### src/hw/rtl/thp_pkg.sv
// Shared types, codes and constants of the heightfield stream parser.
package thp_pkg;

    // Parser phases, one-hot coded.
    typedef enum logic [7:0] {
        PH_SIG    = 8'b0000_0001,
        PH_MARKER = 8'b0000_0010,
        PH_VALUE  = 8'b0000_0100,
        PH_SKIP   = 8'b0000_1000,
        PH_ALTHDR = 8'b0001_0000,
        PH_ELEV   = 8'b0010_0000,
        PH_DONE   = 8'b0100_0000,
        PH_ERROR  = 8'b1000_0000
    } t_phase;

    // Result word kinds.
    typedef enum logic [1:0] {
        KIND_ELEV    = 2'd0,
        KIND_EMPTY   = 2'd1,
        KIND_BAD_SIG = 2'd2,
        KIND_TRUNC   = 2'd3
    } t_kind;

    // File signature, one character per byte position.
    parameter logic [7:0] SIG_TEXT [16] = '{
        "T", "E", "R", "R", "A", "G", "E", "N",
        "T", "E", "R", "R", "A", "I", "N", " "
    };

    // Segment markers, first byte in the top bits.
    parameter logic [31:0] MK_SIZE = "SIZE";
    parameter logic [31:0] MK_XPTS = "XPTS";
    parameter logic [31:0] MK_YPTS = "YPTS";
    parameter logic [31:0] MK_SCAL = "SCAL";
    parameter logic [31:0] MK_CRAD = "CRAD";
    parameter logic [31:0] MK_CRVM = "CRVM";
    parameter logic [31:0] MK_ALTW = "ALTW";

    // Bytes left to skip after a marker, minus one.
    parameter logic [3:0] SKIP_SCAL = 4'd11;
    parameter logic [3:0] SKIP_CURV = 4'd3;

    // Complete parser state.
    typedef struct packed {
        t_phase      phase;
        logic [3:0]  cnt;
        logic [31:0] marker;
        logic        sig_bad;
        logic [7:0]  low;
        logic [16:0] rows;
        logic [16:0] cols;
        logic [15:0] row_cnt;
        logic [15:0] col_cnt;
        logic [15:0] scale;
        logic [15:0] base;
    } t_state;

    parameter t_state STATE_RESET = '{
        phase:   PH_SIG,
        cnt:     4'd0,
        marker:  32'd0,
        sig_bad: 1'b0,
        low:     8'd0,
        rows:    17'd0,
        cols:    17'd0,
        row_cnt: 16'd0,
        col_cnt: 16'd0,
        scale:   16'd0,
        base:    16'd0
    };

    // One result word.
    typedef struct packed {
        t_kind              kind;
        logic signed [15:0] elevation;
        logic [15:0]        row_index;
        logic [15:0]        col_index;
        logic               last;
        logic [16:0]        map_cols;
        logic [16:0]        map_rows;
        logic [15:0]        height_scale;
        logic [15:0]        base_height;
    } t_result;

endpackage

### src/hw/rtl/thp_if.sv
// Handshake interfaces for the byte input and the result output channels.
interface thp_byte_if;
    logic       valid;
    logic       ready;
    logic [7:0] data_byte;
    logic       end_of_data;

    modport source (output valid, output data_byte, output end_of_data, input ready);
    modport sink   (input valid, input data_byte, input end_of_data, output ready);
endinterface

interface thp_res_if;
    logic               valid;
    logic               ready;
    logic [1:0]         result_kind;
    logic signed [15:0] elevation;
    logic [15:0]        row_index;
    logic [15:0]        col_index;
    logic               last_elevation;
    logic [16:0]        map_cols;
    logic [16:0]        map_rows;
    logic [15:0]        height_scale;
    logic [15:0]        base_height;

    modport source (
        output valid, output result_kind, output elevation, output row_index,
        output col_index, output last_elevation, output map_cols, output map_rows,
        output height_scale, output base_height, input ready
    );
    modport sink (
        input valid, input result_kind, input elevation, input row_index,
        input col_index, input last_elevation, input map_cols, input map_rows,
        input height_scale, input base_height, output ready
    );
endinterface

### src/hw/rtl/terrain_heightfield_parser_core.sv
// Top level of the heightfield stream parser: input register, parse step, result register.
//
// Usage:
//   i_byte carries one file byte per word together with an end-of-data flag
//   that marks the last byte of a buffer. o_res carries result words: one
//   per completed elevation (with row, column and a last flag), or a status
//   word for an empty map, a bad signature or a truncated stream. Every
//   result also shows the map size, scale word and base word in effect.
//   Throughput: one byte per clock. The parse state is updated once per byte
//   by the step logic between the input register and the result register.
//   A result passes from the step logic into the result register, which drives o_res.
//   Bytes that make no result never wait on the output side. When a result
//   is still held because the receiver stalls, the next byte that makes a
//   result waits in the input register and i_byte.ready drops until the
//   held result is taken.
//   Reset (synchronous, active low) empties both registers and returns the
//   parser to the signature check. After a byte flagged end of data the
//   parser returns to the same state on its own.
module terrain_heightfield_parser_core (
    input logic        i_clk,
    input logic        i_rst_n,
    thp_byte_if.sink   i_byte,
    thp_res_if.source  o_res
);

    logic             r_in_valid;
    logic [7:0]       r_in_byte;
    logic             r_in_eod;
    thp_pkg::t_state  r_state;
    logic             r_out_valid;
    thp_pkg::t_result r_out;

    thp_pkg::t_state  n_state;
    thp_pkg::t_result step_result;
    logic             step_emit;
    logic             proc;

    // Parse step on the registered byte.
    thp_step u_step (
        .i_state       (r_state),
        .i_data_byte   (r_in_byte),
        .i_end_of_data (r_in_eod),
        .o_state       (n_state),
        .o_emit        (step_emit),
        .o_result      (step_result)
    );

    // A byte advances unless it makes a result while the output is still held.
    assign proc         = r_in_valid && (!step_emit || !r_out_valid || o_res.ready);
    assign i_byte.ready = !r_in_valid || proc;

    // Input register.
    always_ff @(posedge i_clk) begin
        if (!i_rst_n) begin
            r_in_valid <= 1'b0;
        end else if (i_byte.ready) begin
            r_in_valid <= i_byte.valid;
        end
        if (i_byte.valid && i_byte.ready) begin
            r_in_byte <= i_byte.data_byte;
            r_in_eod  <= i_byte.end_of_data;
        end
    end

    // Parser state.
    always_ff @(posedge i_clk) begin
        if (!i_rst_n) begin
            r_state <= thp_pkg::STATE_RESET;
        end else if (proc) begin
            r_state <= n_state;
        end
    end

    // Result register.
    always_ff @(posedge i_clk) begin
        if (!i_rst_n) begin
            r_out_valid <= 1'b0;
        end else if (proc && step_emit) begin
            r_out_valid <= 1'b1;
        end else if (o_res.ready) begin
            r_out_valid <= 1'b0;
        end
        if (proc && step_emit) begin
            r_out <= step_result;
        end
    end

    // Output port drive.
    assign o_res.valid          = r_out_valid;
    assign o_res.result_kind    = r_out.kind;
    assign o_res.elevation      = r_out.elevation;
    assign o_res.row_index      = r_out.row_index;
    assign o_res.col_index      = r_out.col_index;
    assign o_res.last_elevation = r_out.last;
    assign o_res.map_cols       = r_out.map_cols;
    assign o_res.map_rows       = r_out.map_rows;
    assign o_res.height_scale   = r_out.height_scale;
    assign o_res.base_height    = r_out.base_height;

    // A held result is never overwritten by a new one.
    a_no_overwrite: assert property (@(posedge i_clk) disable iff (!i_rst_n)
        (r_out_valid && !o_res.ready && proc) |-> !step_emit)
        else $error("result register overwritten while stalled");

    // An end-of-data byte always returns the parser to the signature check.
    a_eod_reset: assert property (@(posedge i_clk) disable iff (!i_rst_n)
        (proc && r_in_eod) |=> (r_state.phase == thp_pkg::PH_SIG && r_state.cnt == 4'd0))
        else $error("parser not reset after end of data");

    // Elevation words come only from the elevation phase.
    a_elev_phase: assert property (@(posedge i_clk) disable iff (!i_rst_n)
        (proc && step_emit && step_result.kind == thp_pkg::KIND_ELEV)
            |-> (r_state.phase == thp_pkg::PH_ELEV))
        else $error("elevation emitted outside elevation phase");

    // The last flag belongs to elevation words only.
    a_last_kind: assert property (@(posedge i_clk) disable iff (!i_rst_n)
        (r_out_valid && r_out.last) |-> (r_out.kind == thp_pkg::KIND_ELEV))
        else $error("last flag on a status word");

endmodule

### src/hw/rtl/thp_step.sv
// Next-state and result logic of the parser for one input byte.
module thp_step (
    input  thp_pkg::t_state  i_state,
    input  logic [7:0]       i_data_byte,
    input  logic             i_end_of_data,
    output thp_pkg::t_state  o_state,
    output logic             o_emit,
    output thp_pkg::t_result o_result
);

    thp_pkg::t_state  upd;
    thp_pkg::t_kind   kind;
    logic             emit;
    logic             last;
    logic             active;
    logic [15:0]      word;
    logic [16:0]      row_next;
    logic [16:0]      col_next;
    logic [31:0]      marker_new;

    // Shared byte assembly and counter increments.
    assign word       = {i_data_byte, i_state.low};
    assign row_next   = {1'b0, i_state.row_cnt} + 17'd1;
    assign col_next   = {1'b0, i_state.col_cnt} + 17'd1;
    assign marker_new = {i_state.marker[23:0], i_data_byte};
    assign active     = (i_state.phase != thp_pkg::PH_DONE) &&
                        (i_state.phase != thp_pkg::PH_ERROR);

    // Per-phase byte handling.
    always_comb begin
        upd  = i_state;
        emit = 1'b0;
        kind = thp_pkg::KIND_ELEV;
        last = 1'b0;
        unique case (i_state.phase)
            thp_pkg::PH_SIG: begin
                if (i_data_byte != thp_pkg::SIG_TEXT[i_state.cnt]) begin
                    upd.sig_bad = 1'b1;
                end
                if (i_state.cnt == 4'd15) begin
                    upd.cnt = 4'd0;
                    if (upd.sig_bad) begin
                        upd.phase = thp_pkg::PH_ERROR;
                        emit      = 1'b1;
                        kind      = thp_pkg::KIND_BAD_SIG;
                    end else begin
                        upd.phase = thp_pkg::PH_MARKER;
                    end
                end else begin
                    upd.cnt = i_state.cnt + 4'd1;
                end
            end
            thp_pkg::PH_MARKER: begin
                upd.marker = marker_new;
                if (i_state.cnt >= 4'd3) begin
                    upd.cnt = 4'd0;
                    if (marker_new == thp_pkg::MK_SIZE || marker_new == thp_pkg::MK_XPTS ||
                        marker_new == thp_pkg::MK_YPTS) begin
                        upd.phase = thp_pkg::PH_VALUE;
                    end else if (marker_new == thp_pkg::MK_SCAL) begin
                        upd.phase = thp_pkg::PH_SKIP;
                        upd.cnt   = thp_pkg::SKIP_SCAL;
                    end else if (marker_new == thp_pkg::MK_CRAD ||
                                 marker_new == thp_pkg::MK_CRVM) begin
                        upd.phase = thp_pkg::PH_SKIP;
                        upd.cnt   = thp_pkg::SKIP_CURV;
                    end else if (marker_new == thp_pkg::MK_ALTW) begin
                        upd.phase = thp_pkg::PH_ALTHDR;
                    end
                end else begin
                    upd.cnt = i_state.cnt + 4'd1;
                end
            end
            thp_pkg::PH_VALUE: begin
                if (i_state.cnt == 4'd0) begin
                    upd.low = i_data_byte;
                end else if (i_state.cnt == 4'd1) begin
                    if (i_state.marker == thp_pkg::MK_SIZE) begin
                        upd.rows = {1'b0, word} + 17'd1;
                        upd.cols = {1'b0, word} + 17'd1;
                    end else if (i_state.marker == thp_pkg::MK_XPTS) begin
                        upd.cols = {1'b0, word};
                    end else begin
                        upd.rows = {1'b0, word};
                    end
                end
                if (i_state.cnt >= 4'd3) begin
                    upd.cnt   = 4'd0;
                    upd.phase = thp_pkg::PH_MARKER;
                end else begin
                    upd.cnt = i_state.cnt + 4'd1;
                end
            end
            thp_pkg::PH_SKIP: begin
                if (i_state.cnt == 4'd0) begin
                    upd.phase = thp_pkg::PH_MARKER;
                end else begin
                    upd.cnt = i_state.cnt - 4'd1;
                end
            end
            thp_pkg::PH_ALTHDR: begin
                if (i_state.cnt == 4'd0 || i_state.cnt == 4'd2) begin
                    upd.low = i_data_byte;
                    upd.cnt = i_state.cnt + 4'd1;
                end else if (i_state.cnt == 4'd1) begin
                    upd.scale = word;
                    upd.cnt   = i_state.cnt + 4'd1;
                end else begin
                    upd.base = word;
                    upd.cnt  = 4'd0;
                    if (i_state.rows == 17'd0 || i_state.cols == 17'd0) begin
                        upd.phase = thp_pkg::PH_DONE;
                        emit      = 1'b1;
                        kind      = thp_pkg::KIND_EMPTY;
                    end else begin
                        upd.phase   = thp_pkg::PH_ELEV;
                        upd.row_cnt = 16'd0;
                        upd.col_cnt = 16'd0;
                    end
                end
            end
            thp_pkg::PH_ELEV: begin
                if (i_state.cnt == 4'd0) begin
                    upd.low = i_data_byte;
                    upd.cnt = 4'd1;
                end else begin
                    upd.cnt = 4'd0;
                    emit    = 1'b1;
                    last    = (row_next == i_state.rows) && (col_next == i_state.cols);
                    if (last) begin
                        upd.phase = thp_pkg::PH_DONE;
                    end else if (col_next >= i_state.cols) begin
                        upd.col_cnt = 16'd0;
                        upd.row_cnt = row_next[15:0];
                    end else begin
                        upd.col_cnt = col_next[15:0];
                    end
                end
            end
            default: begin
                // Done or error: bytes are dropped until end of data.
            end
        endcase
    end

    // End of data: flag truncation unless a final result was made, then reset.
    always_comb begin
        o_emit             = emit;
        o_result.kind      = kind;
        o_result.elevation = (kind == thp_pkg::KIND_ELEV) ? word : 16'sd0;
        o_result.row_index = (kind == thp_pkg::KIND_ELEV) ? i_state.row_cnt : 16'd0;
        o_result.col_index = (kind == thp_pkg::KIND_ELEV) ? i_state.col_cnt : 16'd0;
        o_result.last      = last;
        if (i_end_of_data && active && !(emit && (kind != thp_pkg::KIND_ELEV || last))) begin
            o_emit             = 1'b1;
            o_result.kind      = thp_pkg::KIND_TRUNC;
            o_result.elevation = 16'sd0;
            o_result.row_index = 16'd0;
            o_result.col_index = 16'd0;
            o_result.last      = 1'b0;
        end
        o_result.map_cols     = upd.cols;
        o_result.map_rows     = upd.rows;
        o_result.height_scale = upd.scale;
        o_result.base_height  = upd.base;
        o_state               = i_end_of_data ? thp_pkg::STATE_RESET : upd;
    end

endmodule

### src/flat_wrapper.sv
// flat-port wrapper written by rule: the top's interface ports become plain ports
module terrain_heightfield_parser_core_flat 
  (i_clk, i_rst_n, i_byte_valid, i_byte_data_byte, i_byte_end_of_data, i_byte_ready, o_res_valid, o_res_result_kind, o_res_elevation, o_res_row_index, o_res_col_index, o_res_last_elevation, o_res_map_cols, o_res_map_rows, o_res_height_scale, o_res_base_height, o_res_ready);
  thp_byte_if i_byte_i ();
  thp_res_if o_res_i ();
  input logic i_clk;
  input logic i_rst_n;
  input wire logic [$bits(i_byte_i.valid)-1:0] i_byte_valid;
  input wire logic [$bits(i_byte_i.data_byte)-1:0] i_byte_data_byte;
  input wire logic [$bits(i_byte_i.end_of_data)-1:0] i_byte_end_of_data;
  output wire logic [$bits(i_byte_i.ready)-1:0] i_byte_ready;
  output wire logic [$bits(o_res_i.valid)-1:0] o_res_valid;
  output wire logic [$bits(o_res_i.result_kind)-1:0] o_res_result_kind;
  output wire logic [$bits(o_res_i.elevation)-1:0] o_res_elevation;
  output wire logic [$bits(o_res_i.row_index)-1:0] o_res_row_index;
  output wire logic [$bits(o_res_i.col_index)-1:0] o_res_col_index;
  output wire logic [$bits(o_res_i.last_elevation)-1:0] o_res_last_elevation;
  output wire logic [$bits(o_res_i.map_cols)-1:0] o_res_map_cols;
  output wire logic [$bits(o_res_i.map_rows)-1:0] o_res_map_rows;
  output wire logic [$bits(o_res_i.height_scale)-1:0] o_res_height_scale;
  output wire logic [$bits(o_res_i.base_height)-1:0] o_res_base_height;
  input wire logic [$bits(o_res_i.ready)-1:0] o_res_ready;
  assign i_byte_i.valid = i_byte_valid;
  assign i_byte_i.data_byte = i_byte_data_byte;
  assign i_byte_i.end_of_data = i_byte_end_of_data;
  assign i_byte_ready = i_byte_i.ready;
  assign o_res_valid = o_res_i.valid;
  assign o_res_result_kind = o_res_i.result_kind;
  assign o_res_elevation = o_res_i.elevation;
  assign o_res_row_index = o_res_i.row_index;
  assign o_res_col_index = o_res_i.col_index;
  assign o_res_last_elevation = o_res_i.last_elevation;
  assign o_res_map_cols = o_res_i.map_cols;
  assign o_res_map_rows = o_res_i.map_rows;
  assign o_res_height_scale = o_res_i.height_scale;
  assign o_res_base_height = o_res_i.base_height;
  assign o_res_i.ready = o_res_ready;
  terrain_heightfield_parser_core u_core (.i_clk(i_clk), .i_rst_n(i_rst_n), .i_byte(i_byte_i), .o_res(o_res_i));
endmodule
### config.mk
export PLATFORM = sky130hd
export DESIGN_NAME = terrain_heightfield_parser_core_flat
export DESIGN_NICKNAME = d
export VERILOG_FILES = /design/src/hw/rtl/thp_pkg.sv /design/src/hw/rtl/thp_if.sv /design/src/hw/rtl/terrain_heightfield_parser_core.sv /design/src/hw/rtl/thp_step.sv /design/src/flat_wrapper.sv
export SDC_FILE = /design/constraint.sdc
export NUM_CORES = 1
export LEC_CHECK = 0
export ABC_AREA = 0
export BUFFER_PORTS_ARGS = -buffer_cell sky130_fd_sc_hd__buf_2
export CORE_UTILIZATION = 65
export CTS_CLUSTER_DIAMETER = 150
export CTS_CLUSTER_SIZE = 16
export DETAILED_ROUTE_END_ITERATION = 10
export GPL_ROUTABILITY_DRIVEN = 0
export PLACE_DENSITY = 0.9
export SYNTH_ARGS = -nofsm -noshare
export SYNTH_HDL_FRONTEND = slang
export SYNTH_SLANG_ARGS = --single-unit
### constraint.sdc
create_clock -name i_clk -period 25 [get_ports i_clk]
set_clock_uncertainty 0.2 [all_clocks]
set_input_delay 2.5 -clock i_clk [delete_from_list [all_inputs] [get_ports i_clk]]
set_output_delay 2.5 -clock i_clk [all_outputs]
set_load 0.005 [all_outputs]
==> metrics.txt <==
total internal power=between 600 and 700 uW; Setup CP Type=in -> out; fmax=approximately 150 MHz; Post-synth EDFFs=approximately 130; CP Cell Sequence=buf_2 > nor2b_1 > and3_1 > o21ai_0 > nand2_1 > buf_4 > nand2_1 > buf_2; Clk pin slew, worst setup/hold paths=roughly 0.07 ns; Power per Cell Area=approximately 53 nW/um2; diode count=0; dpl hpwl=~26 mm; Top Usage Layer GRT=met2; vias in the first global route=11,400; Critical R2R Launch=u_core.r_state[32]$_SDFFE_PN0P_; RSZ-0062 raised after global routing=no; Final ANT Viol Nets=0; Reg2Reg Setup Slack=19.44 ns; Starting Density=about two thirds; Yosys reg bits=between 200 and 300; period utilisation layout=between 20% and 30%; initial antenna violation count=0; largest net degree at the start of global routing=94; die footprint=roughly 23,000 um2; Hold Startpoint=u_core.r_state[21]$_SDFFE_PN0N_; # rows=54; combinational share of power=about 4.3%; max incr delay on CP=0.26 ns; drt pass-1 iters=7; count leader, synth=nand2_1; Multi-input gate area=roughly 7100 um2; Area after DPL=15,100 um2; DR vias/cell=~6.7; post-CTS setup buffers=0; crit start category=input port; Slowest cell on crit path=buf_4; Worst-Skew Late Latency=approximately 0.53 ns; Layout Cells excl Fill=about 1,900; worst-margin pin slew=between 1 and 1.5 ns; sequential power share=57.9%; Seq/Total Area, Yosys=47.3%; top cells by instance count after synthesis=nand2_1, dfxtp_1, edfxtp_1; GR Util met3=~5.4%; share of layout cells above drive strength 1=15.0%; GRT Total Usage=about a third; Largest delay share family, worst path=simple AND/OR/NAND/NOR gates; minimum clock period=between 6 and 7 ns; Pwr Total=~840 uW; Storage cell area=between 6000 and 7000 um2; worst path bufs/invs=3; Synth Cell Area=roughly 14,000 um2; final setup fails=0; total global routing overflow=0; LEAKAGE=5.87 nW; Final Hold Fails=0; ys flop type=dfxtp_1; DIE HEIGHT=approximately 150 um; crit-path max FO=23; I/O pins=around 130; Filler Cell Count=1,559; Layout Nets=1,595; drt drc=0; Final Max Slew Viols=0; ys async rst share=0%; clk sinks=~280; Wirelength per Cell=20.7 um; Psw=roughly 190 uW; M1 GR Usage=about 42%; fin area=about 16,000 um2; Die X=151 um; Worst Hold Class=reg -> reg; clk buf depth=3; Synth Instances=1,498; Num CTS Buffers=21; cts hold-fix bufs=0; Area Overhead vs Synth=8.83%; Crit path required time=22.30 ns; WHS=between 0.2 and 0.3 ns; setup TNS=0 ns; Yosys top cell by area=edfxtp_1; Core Util, Final=72.1%; cts repair resizes=0; maximum vdd drop=between 30 and 40 uV; CP Launch Point=o_res_ready; CP Capture Type=output pin; first-pass GRT wire length=59.3 mm; H-Tree Depth=1; clock share of power=between 30% and 40%; DRT Wirelength=roughly 38 mm; outcome=finished clean; Port Buffer Count=131; DRT iter0 DRCs=approximately 1,000; switching power as a share of total power=a little under a quarter; total number of vias=approximately 12,000; number of max-cap violations=0; worst relative slew slack=between 20% and 30%; Syn Area/Cell=between 9 and 10 um2; Netlist cell types=86; Crit Reg-Reg Endpoint=u_core.r_state[57]$_SDFFE_PN0P_; CTS tree=done; Syn Nets=roughly 1,500; Critical Path AT=3.85 ns; Synth top area share=26.2%; DP Cell Count=about 1,800; routing usage on met2=between 50% and 60%; r2r worst-path depth=15; final worst slack=between 15 and 20 ns; top cells by area, synth=edfxtp_1, dfxtp_1, nand2_1; Hold Crit Depth=2; clock root cell=clkbuf_16; Place WS=~18 ns; Synth warnings=0; Hold EP=u_core.r_state[21]$_SDFFE_PN0N_; area of the core=about 22,000 um2
[logic make-up (layout without fill, tap and decap cells)]
| family | count (synthesis) | count (layout) | share of synthesized area, % |
|---|---|---|---|
| DFF | 279 | 279 | 47.3 |
| and+or+nand+nor | 624 | 624 | 23.7 |
| adders and majority gates | 27 | 27 | 2.34 |
| AOI/OAI and AO/OA | 327 | 327 | 15.7 |
| xor gates and xnor gates | 38 | 38 | 2.30 |
| muxes | 62 | 62 | 4.56 |
| buffers and inverters | 141 | 213 | 4.08 |
[final cells by class]
cell class                      instances  area share (%)
Tap cell                              280            2.23
Inverter                               29           0.691
Clock inverter                          2           0.127
Multi-Input combinational cell       1078            44.9
Timing Repair Buffer                  146            4.88
Clock buffer                           36            3.70
Sequential cell                       279            43.5
[sequential cells by signal, summed over array words and instances, names as in the netlist, 16 cells and up]
signal and flops:
u_core.r_state 151, u_core.o_res.map_cols 17, u_core.o_res.map_rows 17, u_core.o_res.base_height 16, u_core.o_res.col_index 16, u_core.o_res.elevation 16
u_core.o_res.height_scale 16, u_core.o_res.row_index 16
[worst max path at each step]
stage | to | slack (ns) | cells after the start
5_1_grt | i_byte_ready | 18.34 | 8
4_1_cts | i_byte_ready | 18.45 | 8
3_5_place_dp | i_byte_ready | 18.46 | 8
6_report | i_byte_ready | 18.45 | 8
2_1_floorplan | u_core.o_res.base_height[0]$_DFFE_PP_ | 15.83 | 8
3_3_place_gp | i_byte_ready | 18.50 | 8
[power groups by stage]
stage	Sequential, mW	Clock (mW)	Combinational (mW)
6_report	0.487	0.318	0.0360
5_1_grt	0.487	0.336	0.0391
4_1_cts	0.487	0.320	0.0354
3_5_place_dp	0.497	0	0.0352
3_3_place_gp	0.497	0	0.0345
2_1_floorplan	0.493	0	0.0260
[metal layers]
layer	vias up	wire length, um
met3	165	3710
met2	783	17900
li1	5659	-
met1	5773	14500
met4	0	2140
met5	-	0
[worst register-to-register path, stage by stage, from the launching register on]
cell and delay (ns):
dfxtp_1 0.45, ha_1 0.26, and3_1 0.29, nand2_1 0.11, nor2_1 0.28, nand4_1 0.27, xnor2_1 0.20, ha_1 0.31
nand4_1 0.09, nor3_1 0.60, o2111ai_1 0.20, nor4_1 0.24, nand4_1 0.21, nor2_2 0.91, or4_1 0.62, o32ai_1 0.17
[placed cells by master, fill, tap and decap left out, types with 22 or more instances in the layout]
cell type	count
nor3_1	32
nor2_1	90
inv_1	28
mux2_2	31
a21oi_1	103
a22o_1	58
xnor2_1	22
ha_1	27
nand3_1	60
dfxtp_1	153
nand2_1	160
nand4_1	25
and2_1	66
buf_2	131
o21ai_0	32
edfxtp_1	126
mux2i_1	31
nand3b_1	45
(Power assumes the default switching activity.)
